## src/rtl/psfp_pkg.sv

```systemverilog
`default_nettype none

package psfp_pkg;

    localparam int BUFFER_BYTES = 64;
    // Payload positions never go past the 64-entry frame window.
    localparam int STORE_LIMIT  = (BUFFER_BYTES < 64) ? BUFFER_BYTES : 64;
    localparam int ADDR_W       = $clog2(STORE_LIMIT);
    localparam int POS_W        = 7;
    localparam int IDX_W        = 6;
    localparam int PAYLOAD_BASE = 3;

    typedef enum logic [1:0] {
        CFG_SYNC_FIRST  = 2'd0,
        CFG_SYNC_SECOND = 2'd1,
        CFG_SYNC_THIRD  = 2'd2,
        CFG_FRAME_LEN   = 2'd3
    } t_cfg_idx;

    typedef struct packed {
        logic              we;
        logic [ADDR_W-1:0] addr;
        logic [7:0]        data;
    } t_store_wr;

    typedef struct packed {
        logic             start;
        logic [IDX_W-1:0] count;
    } t_run;

endpackage

`default_nettype wire

```

## src/rtl/psfp_store.sv

```systemverilog
`default_nettype none

module psfp_store (
    input  wire logic                        i_clk,
    input  wire psfp_pkg::t_store_wr         i_wr,
    input  wire logic                        i_re,
    input  wire logic [psfp_pkg::ADDR_W-1:0] i_raddr,
    output logic [7:0]                       o_rdata
);

    logic [7:0] r_mem [psfp_pkg::STORE_LIMIT];

    always_ff @(posedge i_clk) begin
        if (i_wr.we) begin
            r_mem[i_wr.addr] <= i_wr.data;
        end
    end

    always_ff @(posedge i_clk) begin
        if (i_re) begin
            o_rdata <= r_mem[i_raddr];
        end
    end

endmodule

`default_nettype wire

```

## src/rtl/psfp_parse.sv

```systemverilog
`default_nettype none

module psfp_parse (
    input  wire logic                  i_clk,
    input  wire logic                  i_rst_n,
    input  wire logic                  i_cfg_we,
    input  wire logic [1:0]            i_cfg_idx,
    input  wire logic [7:0]            i_cfg_data,
    input  wire logic                  i_accept,
    input  wire logic [7:0]            i_byte,
    output psfp_pkg::t_store_wr        o_wr,
    output psfp_pkg::t_run             o_run
);

    typedef enum logic [4:0] {
        PH_SYNC1 = 5'b00001,
        PH_SYNC2 = 5'b00010,
        PH_SYNC3 = 5'b00100,
        PH_DATA  = 5'b01000,
        PH_SUM   = 5'b10000
    } t_phase;

    t_phase                       r_phase, n_phase;
    logic [psfp_pkg::POS_W-1:0]   r_wp, n_wp;
    logic [7:0]                   r_sum, n_sum;
    logic [psfp_pkg::POS_W-1:0]   r_len, n_len;
    logic [7:0]                   r_sync1, r_sync2, r_sync3;
    logic [psfp_pkg::POS_W-1:0]   r_cfg_len;
    logic [psfp_pkg::POS_W:0]     w_next_end;

    always_ff @(posedge i_clk) begin
        if (!i_rst_n) begin
            r_sync1   <= 8'd0;
            r_sync2   <= 8'd0;
            r_sync3   <= 8'd0;
            r_cfg_len <= psfp_pkg::POS_W'(16);
        end else if (i_cfg_we) begin
            case (i_cfg_idx)
                psfp_pkg::CFG_SYNC_FIRST:  r_sync1   <= i_cfg_data;
                psfp_pkg::CFG_SYNC_SECOND: r_sync2   <= i_cfg_data;
                psfp_pkg::CFG_SYNC_THIRD:  r_sync3   <= i_cfg_data;
                psfp_pkg::CFG_FRAME_LEN:   r_cfg_len <= i_cfg_data[psfp_pkg::POS_W-1:0];
                default: ;
            endcase
        end
    end

    // Position after this byte, plus one for the checksum that follows.
    assign w_next_end = {1'b0, r_wp} + (psfp_pkg::POS_W+1)'(2);

    always_comb begin
        n_phase     = r_phase;
        n_wp        = r_wp;
        n_sum       = r_sum;
        n_len       = r_len;
        o_wr.we     = 1'b0;
        o_wr.addr   = r_wp[psfp_pkg::ADDR_W-1:0];
        o_wr.data   = i_byte;
        o_run.start = 1'b0;
        o_run.count = psfp_pkg::IDX_W'(r_wp - psfp_pkg::POS_W'(psfp_pkg::PAYLOAD_BASE));
        if (i_accept) begin
            case (r_phase)
                PH_SYNC2: begin
                    if (i_byte == r_sync2) begin
                        n_wp    = psfp_pkg::POS_W'(1);
                        n_len   = r_cfg_len;
                        n_sum   = 8'd0;
                        n_phase = PH_SYNC3;
                    end else begin
                        n_phase = PH_SYNC1;
                    end
                end
                PH_SYNC3: begin
                    if (i_byte == r_sync3) begin
                        n_wp    = psfp_pkg::POS_W'(psfp_pkg::PAYLOAD_BASE);
                        n_len   = r_cfg_len;
                        n_sum   = 8'd0;
                        n_phase = PH_DATA;
                    end else begin
                        n_phase = PH_SYNC1;
                    end
                end
                PH_DATA: begin
                    if (r_wp >= psfp_pkg::POS_W'(psfp_pkg::STORE_LIMIT - 1)) begin
                        // Store full while payload is still expected: drop the frame.
                        n_phase = PH_SYNC1;
                    end else begin
                        o_wr.we = 1'b1;
                        n_wp    = r_wp + psfp_pkg::POS_W'(1);
                        n_sum   = r_sum + i_byte;
                        if (w_next_end >= {1'b0, r_len}) begin
                            n_phase = PH_SUM;
                        end
                    end
                end
                PH_SUM: begin
                    if (i_byte == r_sum && r_wp > psfp_pkg::POS_W'(psfp_pkg::PAYLOAD_BASE)) begin
                        o_run.start = 1'b1;
                    end
                    n_phase = PH_SYNC1;
                end
                default: begin
                    n_wp    = '0;
                    n_sum   = 8'd0;
                    n_phase = (i_byte == r_sync1) ? PH_SYNC2 : PH_SYNC1;
                end
            endcase
        end
    end

    always_ff @(posedge i_clk) begin
        if (!i_rst_n) begin
            r_phase <= PH_SYNC1;
            r_wp    <= '0;
            r_sum   <= 8'd0;
            r_len   <= '0;
        end else begin
            r_phase <= n_phase;
            r_wp    <= n_wp;
            r_sum   <= n_sum;
            r_len   <= n_len;
        end
    end

endmodule

`default_nettype wire

```

## src/rtl/psfp_emit.sv

```systemverilog
`default_nettype none

module psfp_emit (
    input  wire logic                        i_clk,
    input  wire logic                        i_rst_n,
    input  wire psfp_pkg::t_run              i_run,
    output logic                             o_re,
    output logic [psfp_pkg::ADDR_W-1:0]      o_raddr,
    input  wire logic [7:0]                  i_rdata,
    output logic                             o_busy,
    output logic                             o_tvalid,
    input  wire logic                        i_tready,
    output logic [15:0]                      o_tdata,
    output logic                             o_tlast
);

    logic [psfp_pkg::IDX_W-1:0]  r_left;
    logic [psfp_pkg::ADDR_W-1:0] r_ptr;
    logic [psfp_pkg::IDX_W-1:0]  r_k;
    logic                        r_rd_vld;
    logic [psfp_pkg::IDX_W-1:0]  r_rd_idx;
    logic                        r_rd_last;
    logic                        r_out_vld;
    logic [7:0]                  r_out_byte;
    logic [psfp_pkg::IDX_W-1:0]  r_out_idx;
    logic                        r_out_last;
    logic                        w_out_free;

    assign w_out_free = !r_out_vld || i_tready;
    // A read is issued only when the read-data stage is empty or passes its byte on to the output stage.
    assign o_re    = (r_left != '0) && (!r_rd_vld || w_out_free);
    assign o_raddr = r_ptr;
    assign o_busy  = (r_left != '0);

    always_ff @(posedge i_clk) begin
        if (!i_rst_n) begin
            r_left    <= '0;
            r_rd_vld  <= 1'b0;
            r_out_vld <= 1'b0;
        end else begin
            if (i_run.start) begin
                r_left <= i_run.count;
            end else if (o_re) begin
                r_left <= r_left - psfp_pkg::IDX_W'(1);
            end
            if (o_re) begin
                r_rd_vld <= 1'b1;
            end else if (w_out_free) begin
                r_rd_vld <= 1'b0;
            end
            if (w_out_free) begin
                r_out_vld <= r_rd_vld;
            end
        end
    end

    always_ff @(posedge i_clk) begin
        if (i_run.start) begin
            r_ptr <= psfp_pkg::ADDR_W'(psfp_pkg::PAYLOAD_BASE);
            r_k   <= '0;
        end else if (o_re) begin
            r_ptr <= r_ptr + psfp_pkg::ADDR_W'(1);
            r_k   <= r_k + psfp_pkg::IDX_W'(1);
        end
        if (o_re) begin
            r_rd_idx  <= r_k;
            r_rd_last <= (r_left == psfp_pkg::IDX_W'(1));
        end
        if (w_out_free && r_rd_vld) begin
            r_out_byte <= i_rdata;
            r_out_idx  <= r_rd_idx;
            r_out_last <= r_rd_last;
        end
    end

    assign o_tvalid = r_out_vld;
    assign o_tdata  = {2'b00, r_out_idx, r_out_byte};
    assign o_tlast  = r_out_last;

endmodule

`default_nettype wire

```

## src/rtl/preamble_sum_frame_parser.sv

```systemverilog
`default_nettype none

// Frame parser for a received byte stream: three configurable sync bytes, a
// payload and an additive checksum byte, with the total frame length set by
// register frame_length (index 3); indexes 0 to 2 hold the sync byte values.
// Bytes enter on the s_axis channel, one per transaction. Payload bytes are
// kept in a 64-entry frame store and summed modulo 256 as they arrive.
// When the checksum byte matches, the payload is replayed on m_axis as one
// run: tdata carries the byte and its index, tlast marks the final byte.
// A bad checksum or an overlong frame gives no output.
// After a matching checksum byte the run count is loaded, then each payload
// byte is read from the store into the read-data register and moved on to
// the output register, one byte per cycle while the receiver takes them; the
// store's single read port sets that rate. Input is held off (s_axis_tready
// low) until every payload byte has been read from the store, and longer if
// m_axis stalls. A stall holds the output and read-data registers.
// Synchronous reset returns the parser to the hunt for the first sync byte,
// drops any run in progress and sets the registers to their defaults.
module preamble_sum_frame_parser (
    input  wire logic        i_clk,
    input  wire logic        i_rst_n,
    input  wire logic        i_cfg_we,
    input  wire logic [1:0]  i_cfg_idx,
    input  wire logic [7:0]  i_cfg_data,
    input  wire logic        i_s_axis_tvalid,
    output logic             o_s_axis_tready,
    input  wire logic [7:0]  i_s_axis_tdata,   // [7:0] rx_byte
    output logic             o_m_axis_tvalid,
    input  wire logic        i_m_axis_tready,
    output logic [15:0]      o_m_axis_tdata,   // [7:0] payload_byte, [13:8] payload_index
    output logic             o_m_axis_tlast
);

    psfp_pkg::t_store_wr         w_wr;
    psfp_pkg::t_run              w_run;
    logic                        w_re;
    logic [psfp_pkg::ADDR_W-1:0] w_raddr;
    logic [7:0]                  w_rdata;
    logic                        w_busy;
    logic                        w_accept;

    assign o_s_axis_tready = !w_busy;
    assign w_accept        = i_s_axis_tvalid && o_s_axis_tready;

    psfp_parse u_parse (
        .i_clk      (i_clk),
        .i_rst_n    (i_rst_n),
        .i_cfg_we   (i_cfg_we),
        .i_cfg_idx  (i_cfg_idx),
        .i_cfg_data (i_cfg_data),
        .i_accept   (w_accept),
        .i_byte     (i_s_axis_tdata),
        .o_wr       (w_wr),
        .o_run      (w_run)
    );

    psfp_store u_store (
        .i_clk   (i_clk),
        .i_wr    (w_wr),
        .i_re    (w_re),
        .i_raddr (w_raddr),
        .o_rdata (w_rdata)
    );

    psfp_emit u_emit (
        .i_clk    (i_clk),
        .i_rst_n  (i_rst_n),
        .i_run    (w_run),
        .o_re     (w_re),
        .o_raddr  (w_raddr),
        .i_rdata  (w_rdata),
        .o_busy   (w_busy),
        .o_tvalid (o_m_axis_tvalid),
        .i_tready (i_m_axis_tready),
        .o_tdata  (o_m_axis_tdata),
        .o_tlast  (o_m_axis_tlast)
    );

`ifndef SYNTHESIS
    a_no_rw_overlap: assert property (@(posedge i_clk) disable iff (!i_rst_n)
        !(w_wr.we && w_re))
        else $error("frame store written and read in the same cycle");

    a_run_when_idle: assert property (@(posedge i_clk) disable iff (!i_rst_n)
        w_run.start |-> !w_busy)
        else $error("payload run started while a run is still being read");

    a_run_not_empty: assert property (@(posedge i_clk) disable iff (!i_rst_n)
        w_run.start |-> (w_run.count != '0))
        else $error("payload run started with no bytes");

    a_busy_after_start: assert property (@(posedge i_clk) disable iff (!i_rst_n)
        w_run.start |=> w_busy)
        else $error("input not held off after a payload run started");
`endif

endmodule

`default_nettype wire

```

## config.mk

```make
export PLATFORM = sky130hd
export DESIGN_NAME = preamble_sum_frame_parser
export DESIGN_NICKNAME = d
export VERILOG_FILES = /design/src/rtl/psfp_pkg.sv /design/src/rtl/psfp_store.sv /design/src/rtl/psfp_parse.sv /design/src/rtl/psfp_emit.sv /design/src/rtl/preamble_sum_frame_parser.sv
export SDC_FILE = /design/constraint.sdc
export NUM_CORES = 1
export LEC_CHECK = 0
export BUFFER_PORTS_ARGS = -buffer_cell sky130_fd_sc_hd__clkbuf_2
export CAP_MARGIN = 30
export CORE_AREA = 2 2 271 193
export DETAILED_ROUTE_END_ITERATION = 7
export DIE_AREA = 0 0 273 195
export PLACE_DENSITY_LB_ADDON = 0.25
export SYNTH_ARGS = -nofsm -noshare
export SYNTH_HDL_FRONTEND = slang
export SYNTH_SLANG_ARGS = --single-unit
```

## constraint.sdc

```tcl
create_clock -name i_clk -period 4.7 [get_ports i_clk]
set_clock_uncertainty 0.2 [all_clocks]
set_input_delay 0 -clock i_clk [delete_from_list [all_inputs] [get_ports i_clk]]
set_output_delay 0 -clock i_clk [all_outputs]
set_load 0.02 [all_outputs]
```

Yosys cells after proc, flatten, opt, wreduce, memory -nomap -nowiden
Memory sizes are Yosys's and may differ from the RTL's. A register that Yosys moved wholly into a read port is not among the register bits.
Index checks and enable logic that the tools add are counted.
{"block": "word_totals", "ff_bits": 100, "output_inout_bits": 19, "ram_bits": 512, "n_memories": 1}
{"block": "op_classes", "magnitude_cmp": 3, "muxes": 29, "n_reduce_logical": 21, "n_addsub": 7, "n_bitwise": 1, "n_eq_ne": 16}
{"memory": "u_store.r_mem", "words": 64, "word_bits": 8, "read_ports": 1, "rd_ports_with_merged_regs": 1, "write_ports": 1, "line": "psfp_store.sv:11", "source": "logic [7:0] r_mem [psfp_pkg::STORE_LIMIT];"}
{"op": "$mux 7", "n": 5}
{"op": "$eq 8x8->1", "n": 4}
{"op": "$pmux 8 s4", "n": 1}
{"op": "$pmux 7 s4", "n": 1}
{"op": "$mux 8", "n": 3}
{"op": "$pmux 5 s4", "n": 1}
{"op": "$pmux 7 s2", "n": 1}
{"op": "$add 6x1->6 const B", "n": 2}
{"op": "$mux 6", "n": 2}
{"op": "$mux 1", "n": 10}
{"op": "$mux 5", "n": 2}
{"op": "$reduce_and 2->1", "n": 5}
{"op": "$add 7x2->8 const B", "n": 1}
{"op": "$add 8x8->8", "n": 1}
{"op": "$ge 8x7->1", "n": 1}
{"op": "$add 7x1->7 const B", "n": 1}
{"op": "$ge 7x6->1 const B", "n": 1}
{"op": "$gt 7x2->1 const B", "n": 1}
{"op": "$eq 6x1->1 const B", "n": 1}
{"op": "$reduce_bool 2->1", "n": 3}
{"op": "$reduce_bool 6->1", "n": 1}
{"op": "$sub 6x1->6 const B", "n": 1}
{"op": "$sub 6x2->6 const B", "n": 1}
{"op": "$eq 5x2->1 const B", "n": 1}
{"op": "other kinds (18)", "n": 26}

Depth between registers and ports, before layout
Gate-level depths: netlist (run 1).
{"block": "depth", "word_depth": 6, "mapped_depth": 11, "ltp_nobuf": 10}

Modules after synthesis
From an unflattened synthesis (run 1), not the netlist that was laid out.
{"block": "hier_totals", "hier_cells": 1459, "hier_area_um2": 25369.3}
{"mod": "psfp_store", "seq_area_each_um2": 15615.0, "cells_each": 940, "area_per_inst_um2": 20246.9, "n_inst": 1}
{"mod": "psfp_parse", "seq_area_each_um2": 1161.1, "cells_each": 379, "area_per_inst_um2": 3389.5, "n_inst": 1}
{"mod": "psfp_emit", "seq_area_each_um2": 1061.0, "cells_each": 138, "area_per_inst_um2": 1722.9, "n_inst": 1}
{"mod": "preamble_sum_frame_parser", "seq_area_each_um2": 0.0, "cells_each": 2, "area_per_inst_um2": 10.0, "n_inst": 1}

Worst setup path before layout (run 1)
Ideal clock, no wire load.
{"block": "synth_path", "path_type": "register to register", "from": "register u_parse.r_wp[0] (netlist name)", "to": "memory u_store.r_mem[30][0] (enable)", "path_buffers": 1, "path_stages_with_launch": 8, "path_slack_ns": 1.991, "t_arrival_ns": 2.138, "cell_sequence": "dfxtp_1 > ha_1 > buf_6 > a22o_4 > a2111oi_4 > and3_1 > nand2_1 > nor2_1"}
{"block": "synth_via", "elab_chain_cells": 6}
{"element": "start: declaration", "line": "psfp_parse.sv:24", "source": "logic [psfp_pkg::POS_W-1:0] r_wp, n_wp;"}
{"element": "start signal: assignment", "line": "psfp_parse.sv:119", "source": "r_wp <= n_wp;"}
{"element": "$ge 7x6->1", "line": "psfp_parse.sv:84", "source": "if (r_wp >= psfp_pkg::POS_W'(psfp_pkg::STORE_LIMIT - 1)) begin"}
{"element": "$mux 1", "line": "psfp_parse.sv:84"}
{"element": "$mux 1", "line": "psfp_parse.sv:62", "source": "case (r_phase)"}
{"element": "$mux 1", "line": "psfp_parse.sv:61", "source": "if (i_accept) begin"}
{"element": "$mux 1", "line": "psfp_store.sv:14", "source": "if (i_wr.we) begin"}
{"element": "$mux 1 (not written as such)", "line": "psfp_store.sv:15", "source": "r_mem[i_wr.addr] <= i_wr.data;"}
{"element": "end: declaration", "line": "psfp_store.sv:11"}
Parallel ways exist; a longest one is shown, timed or not.

Final worst setup path (run 1)
{"block": "layout_path", "from": "register u_parse.r_wp[2] (netlist name)", "to": "register u_parse.r_phase[0]"}
{"block": "layout_via", "elab_chain_cells": 4}
{"element": "$add 7x2->8", "line": "psfp_parse.sv:49", "source": "assign w_next_end = {1'b0, r_wp} + (psfp_pkg::POS_W+1)'(2);"}
{"element": "$ge 8x7->1", "line": "psfp_parse.sv:91", "source": "if (w_next_end >= {1'b0, r_len}) begin"}
{"element": "$ne 3x1->1 (no line)"}
{"element": "$reduce_and 2->1 (no line)"}
{"element": "end signal: assignment", "line": "psfp_parse.sv:118", "source": "r_phase <= n_phase;"}
{"element": "end: declaration", "line": "psfp_parse.sv:23", "source": "t_phase r_phase, n_phase;"}
Parallel ways exist; a longest one is shown, timed or not.
A chain may end at the register's enable or synchronous reset.

==> metrics.yaml, run 1 <==
port_buffers: 39
synth_cells: 1352
post_cts_buffers: 0
outcome: "completed"
drtIter0Drc: 1665
fmax_ghz: 0.264
dpl_worst_slack_ps: 1100
drt_pass1_iterations: 5
vias_per_cell: 6.11
ir_drop_mv: 0.339
synthesis.area_mm2: 0.0250
clk_latency_ps: 610
synth_top_area_share_pct: 65.1
rsz0062_at_grt: "false"
crit_fanout: 13
fp.dieArea_mm2: 0.0532
antenna_cells: 0
crit_slowest_cell: "dfxtp_1"
cts_tree: "yes"
grt_use_total_pct: 22.7
p_leak_nw: 9.21
setup_viol: 0
cts_root_buf: "clkbuf_16"
fin_ws_ps: 907
final_common_cell: "edfxtp_1"
drive_gt1_share_pct: 22.2
rows: 69
fin_hold_ws_ps: 44.0
critPathRequiredTime_ps: 5050
clock-sinks: 620
grt_pass1_vias: 12700
cap_violations: 0
ys_ff_latch: 620
ys_seq_area_share_pct: 71.4
crit_arrival_ps: 4140
tightest_slew_ps: 1000
hpwl_um: 38000
ios: 42
die_w_um: 273
crit_path_frequent_cell: "ha_1"
design_area_mm2: 0.0281
die_h_um: 195
critPathCaptureType: "flop"
tns_ps: 0
htree_levels: 2
wire_per_inst_um: 27.5
clk_pin_slew_ps: 70
max_stage_delay_ps: 590
place_congestion: 0.848
drc: 0
worstPathCellList: "ha_1 -> nand3_1 -> xnor2_1 -> ha_1 -> a21oi_1 -> nor2b_1 -> or4b_4 -> a21oi_4 -> o21ai_1 -> o311ai_1 -> dlygate4sd3_1"
async_flop_share_pct: 0
grt_max_degree: 65
grt_pass1_wl_um: 87100
cts_buffer_depth: 3
syn_avg_cell_area_um2: 18.5
hold_buffers: 26
synth_edf_count: 542
finalHoldViolCount: 0
cts_resized: 0
yosysTopAreaCell: "edfxtp_1"
placed_cell_area_mm2: 0.0260
final_cell_mix: "edfxtp_1 (542), mux4_2 (154), nor2_1 (127)"
wirelength_um: 59400
fin_crit_ps: 3790
grt_util_met1_pct: 37.3
grt.met3_usage_pct: 7.72
vias: 13200
grt_antenna_before_repair: 1
busiest_layer: "met1"
cts_buffers: 56
yosys-top-cells-area: "edfxtp_1 (65%), mux4_2 (14%), dfxtp_1 (6.2%)"
synth_flop_cell: "edfxtp_1"
max_slew_margin_pct: 33.1
fin_util_pct: 55.8
power_density_mw_per_mm2: 545
final.period_utilization_pct: 80.7
ant_nets: 0
area_growth_syn_to_layout_pct: 12.6
fin_nets: 1489
overflow: 0
maxSlewViolCount: 0
ys_warn_count: 0
use_met2_pct: 28.9
core-area_mm2: 0.0504
start_util_pct: 49.6
worst-setup-path-type: "flop to flop"
synth.distinct_cells: 71
start_kind: "flop"
hp-class: "primary input to flop"
## cells by family (layout without fill, tap and decap cells)
group,Yosys count,after routing,share of synthesized area [%]
DFF,620,620,71.4
adders and majority gates,24,24,1.23
AOI/OAI and AO/OA,93,93,2.64
and+or+nand+nor,262,262,4.95
other,1,10,0.0150
buffers and inverters,89,217,1.80
xor gates and xnor gates,52,52,1.82
muxes,211,211,16.2
## sequential cells by signal, indices dropped and copies added (netlist names), 7 cells and up
| signal | flops |
|---|---|
| u_store.o_rdata | 8 |
| u_parse.r_sum | 8 |
| u_parse.r_sync3 | 8 |
| u_parse.r_sync2 | 8 |
| u_parse.r_len | 7 |
| u_parse.r_sync1 | 8 |
| u_parse.r_cfg_len | 7 |
| u_parse.r_wp | 7 |
| u_emit.r_out_byte | 8 |
| u_store.r_mem | 512 |
## critical path: cells and delay by family (launching register included)
kind	cells	cell delay, ps
fa+ha+maj	2	720
simple gates	3	770
compound gates	4	570
buf+inv	1	580
xor+xnor	1	300
flops	1	590
## cell type report
type                       instances  area (µm²)
sequential                       620       17800
clock inverter                    34         348
multi-input combinational        652        6750
tap                              674         843
fill                            3822       22300
timing repair buffer              94         751
clock buffer                      71        1530
inverter                          18        67.6
## Yosys cell counts (2+ instances only)
master and n:
a21o_1 3, o21ai_0 6, o21ai_1 8, mux2_2 3, nand4_1 8, nand3_1 22
a21oi_2 3, xnor2_1 13, buf_6 7, a211oi_1 4, clkinv_1 2, nand3b_1 9
nand2b_1 4, buf_2 17, o2111ai_1 2, a211o_1 3, nor4_1 9, buf_1 8
mux2i_1 54, a21oi_1 32, clkbuf_1 30, dfxtp_1 78, or2_2 3, or3_1 6
ha_1 23, nor4b_1 2, o22ai_1 2, and2_1 4, nor3b_1 2, a211oi_2 3
a22oi_1 3, o311ai_1 2, buf_4 8, and3_1 4, xor2_1 39, a31oi_1 2
o211ai_1 5, nand2_1 40, nor3_1 9, nor2b_1 4, mux4_2 154, edfxtp_1 542
nor2_1 127, inv_1 16
## per-stage QoR
| step | instances | power [mW] |
|---|---|---|
| finish | 2163 | 15.3 |
| global route | 2163 | 15.9 |
| CTS | 2162 | 15.4 |
| detailed placement | 2031 | 10.7 |
| global placement | 2030 | 10.6 |
| floorplan | 1361 | 9.41 |
## routing by layer
metal,wire (µm),share of wire [%],up-vias
li1,-,-,5564
met5,0,0,-
met4,1110,1.9,0
met3,7240,12,83
met1,27700,47,6865
met2,23400,39,705
## worst paths after layout
kind / slack, ps / start / depth (start not counted) / to
max: 910 / u_parse.r_wp[2] / 11 / u_parse.r_phase[0]
min: 40 / i_cfg_data[7] / 4 / u_parse.r_sync3[7]
max reg2reg: 910 / u_parse.r_wp[2] / 11 / u_parse.r_phase[0]
min reg2reg: 220 / u_emit.r_rd_idx[1] / 0 / u_emit.r_out_idx[1]
## power by group
group | leakage, nW | switching [mW] | internal, mW | total, mW
clock | 0.912 | 2.01 | 2.68 | 4.70
sequential | 5.54 | 0.389 | 6.31 | 6.70
combinational | 2.76 | 2.04 | 1.89 | 3.94
total | 9.21 | 4.45 | 10.9 | 15.3
No activity file was read; power rests on OpenSTA's default activity.
==> inputs of run 2 (changes only) <==
Clock period 4.7 ns to 3.45 ns, I/O delays scaled along.
==> run 2 against run 1 <==
  * Die area unchanged
  * Hold slack worse by 17 ps
  * Sequential cell count is the same
  * Non-clock buffer count increased by 93
  * Register-to-register slack got worse by 690 ps
  * Routed wire length is 3.5% lower
  * Critical path depth fell by 4
  * Via count hardly changed
  * Sequential power is 34% higher
  * Critical endpoint unchanged
  * Global-route usage fell by 0.74 points
  * Sequential share of layout area down 1.4 points
==> metrics.yaml, run 2 (synthesized netlist as in run 1, its figures left out) <==
outcome: "completed"
area_growth_syn_to_layout_pct: 15.1
htree_levels: 2
grt_pass1_wl_um: 86000
drt_pass1_iterations: 5
p_sw_share_pct: 28.9
r2r-start: "u_parse.r_wp[0]"
fin_crit_ps: 3240
critPathLaunch: "u_parse.r_wp[0]"
hpwl_um: 36600
die_h_um: 195
ant_nets: 0
r2r_end: "u_parse.r_phase[0]"
grt_antenna_before_repair: 4
drc: 0
wire_per_inst_um: 25.4
critical_path_depth: 7
ir_drop_mv: 0.485
reg2reg_slack_ps: 210
finalNonFillerCells: 2254
p_total_mw: 20.6
dpl_worst_slack_ps: 182
fin_ws_ps: 214
fp.dieArea_mm2: 0.0532
p_clk_share_pct: 29.9
fin_nets: 1582
die_w_um: 273
setup_viol: 0
cts_root_buf: "clkbuf_16"
critPathRequiredTime_ps: 3760
vias_per_cell: 5.86
max_slew_margin_pct: 38.1
grt_use_total_pct: 21.9
tns_ps: 0
crit_arrival_ps: 3550
hp-class: "primary input to flop"
seqPwrFrac_pct: 43.5
vias: 13200
grt_max_degree: 65
crit_fanout: 9
final.period_utilization_pct: 93.8
cp-endpoint: "u_parse.r_phase[0]"
fmax_ghz: 0.309
antenna_cells: 0
ios: 42
core-area_mm2: 0.0504
min-delay-start: "i_cfg_data[4]"
crit_family: "compound AO/OA/AOI/OAI gates"
p_leak_nw: 9.65
finalHoldViolCount: 0
worst-setup-path-type: "flop to flop"
wirelength_um: 57300
internal-power_mw: 14.6
worstPathCellList: "ha_1 -> a22o_4 -> a2111oi_4 -> or4b_4 -> a21oi_4 -> o311ai_1 -> dlygate4sd3_1"
place_congestion: 0.871
crit_buf_inv: 1
p_switching_mw: 5.96
critPathCaptureType: "flop"
rows: 69
maxSlewViolCount: 0
cts_buffers: 56
power_density_mw_per_mm2: 716
final_cell_mix: "edfxtp_1 (542), mux4_2 (154), nor2_1 (127)"
cts_buffer_depth: 3
grt_pass1_vias: 13000
regMostFlops: "u_store.r_mem"
dp_cells: 2121
nFillCells: 3830
tightest_slew_ps: 923
rsz0062_at_grt: "false"
final_common_cell: "edfxtp_1"
clock-sinks: 620
drtIter0Drc: 1614
max_stage_delay_ps: 580
clk_latency_ps: 620
cap_violations: 0
start_util_pct: 49.6
largest_register_ffs: 512
fin_hold_ws_ps: 26.7
crit_slowest_cell: "dlygate4sd3_1"
cts_tree: "yes"
clk_pin_slew_ps: 70
drive_gt1_share_pct: 26.3
post_cts_buffers: 0
start_kind: "flop"
overflow: 0
combPwrFrac_pct: 26.5
port_buffers: 39
reg2reg_depth: 7
## run 2: worst min path at each step
stage,end,slack (ps),depth (start not counted)
finish,u_parse.r_sync3[4],30,4
global route,u_parse.r_sync3[2],70,4
CTS,u_parse.r_sync3[4],1,4
detailed placement,u_parse.r_sync2[7],80,3
global placement,u_parse.r_sync2[7],70,3
floorplan,u_store.r_mem[0][0],-100,0
## run 2: what timing repair did
item                                   4_1_cts  5_1_grt
gates resized for setup                      0        4
hold buffers                                30        0
endpoints found under the hold margin      200        0
setup endpoints to repair                    0        6
## run 2: cell type report
class                   count  area (µm²)  area share (%)
inverters                  18        67.6           0.235
repair buffers            187        1440            5.02
multi-input cells         652        6770            23.5
well taps                 674         843            2.93
flip-flops and latches    620       17800            62.0
clock inverters            32         293            1.02
clock buffers              71        1510            5.25
## run 2: tightest hold or removal path: stages
cell	delay, ps
dlygate4sd3_1	520
clkbuf_2	150
mux2i_1	70
nor2_1	70
## run 2: metrics by stage
stage / utilization [%] / cell area (µm²)
2_1_floorplan: - / 25000
3_3_place_gp: 52.9 / 26700
3_5_place_dp: 52.9 / 26700
4_1_cts: 57.0 / 28800
5_1_grt: 57.1 / 28800
6_report: 57.1 / 28800
## run 2: power groups by stage
stage          logic [mW]  registers [mW]  clock network (mW)
2_1_floorplan        3.86            8.96                   0
3_3_place_gp         5.40            9.10                   0
5_1_grt              5.82            9.00                6.58
3_5_place_dp         5.44            9.12                   0
4_1_cts              5.49            8.96                6.27
6_report             5.47            8.97                6.17
## run 2: metal layers
layer / routed length [µm] / GRT usage [%] / up-vias
met5: 24 / 0 / -
met4: 927 / 4.72 / 4
met3: 5220 / 4.83 / 69
met2: 24100 / 29.9 / 546
met1: 27100 / 36.0 / 6851
li1: - / - / 5743
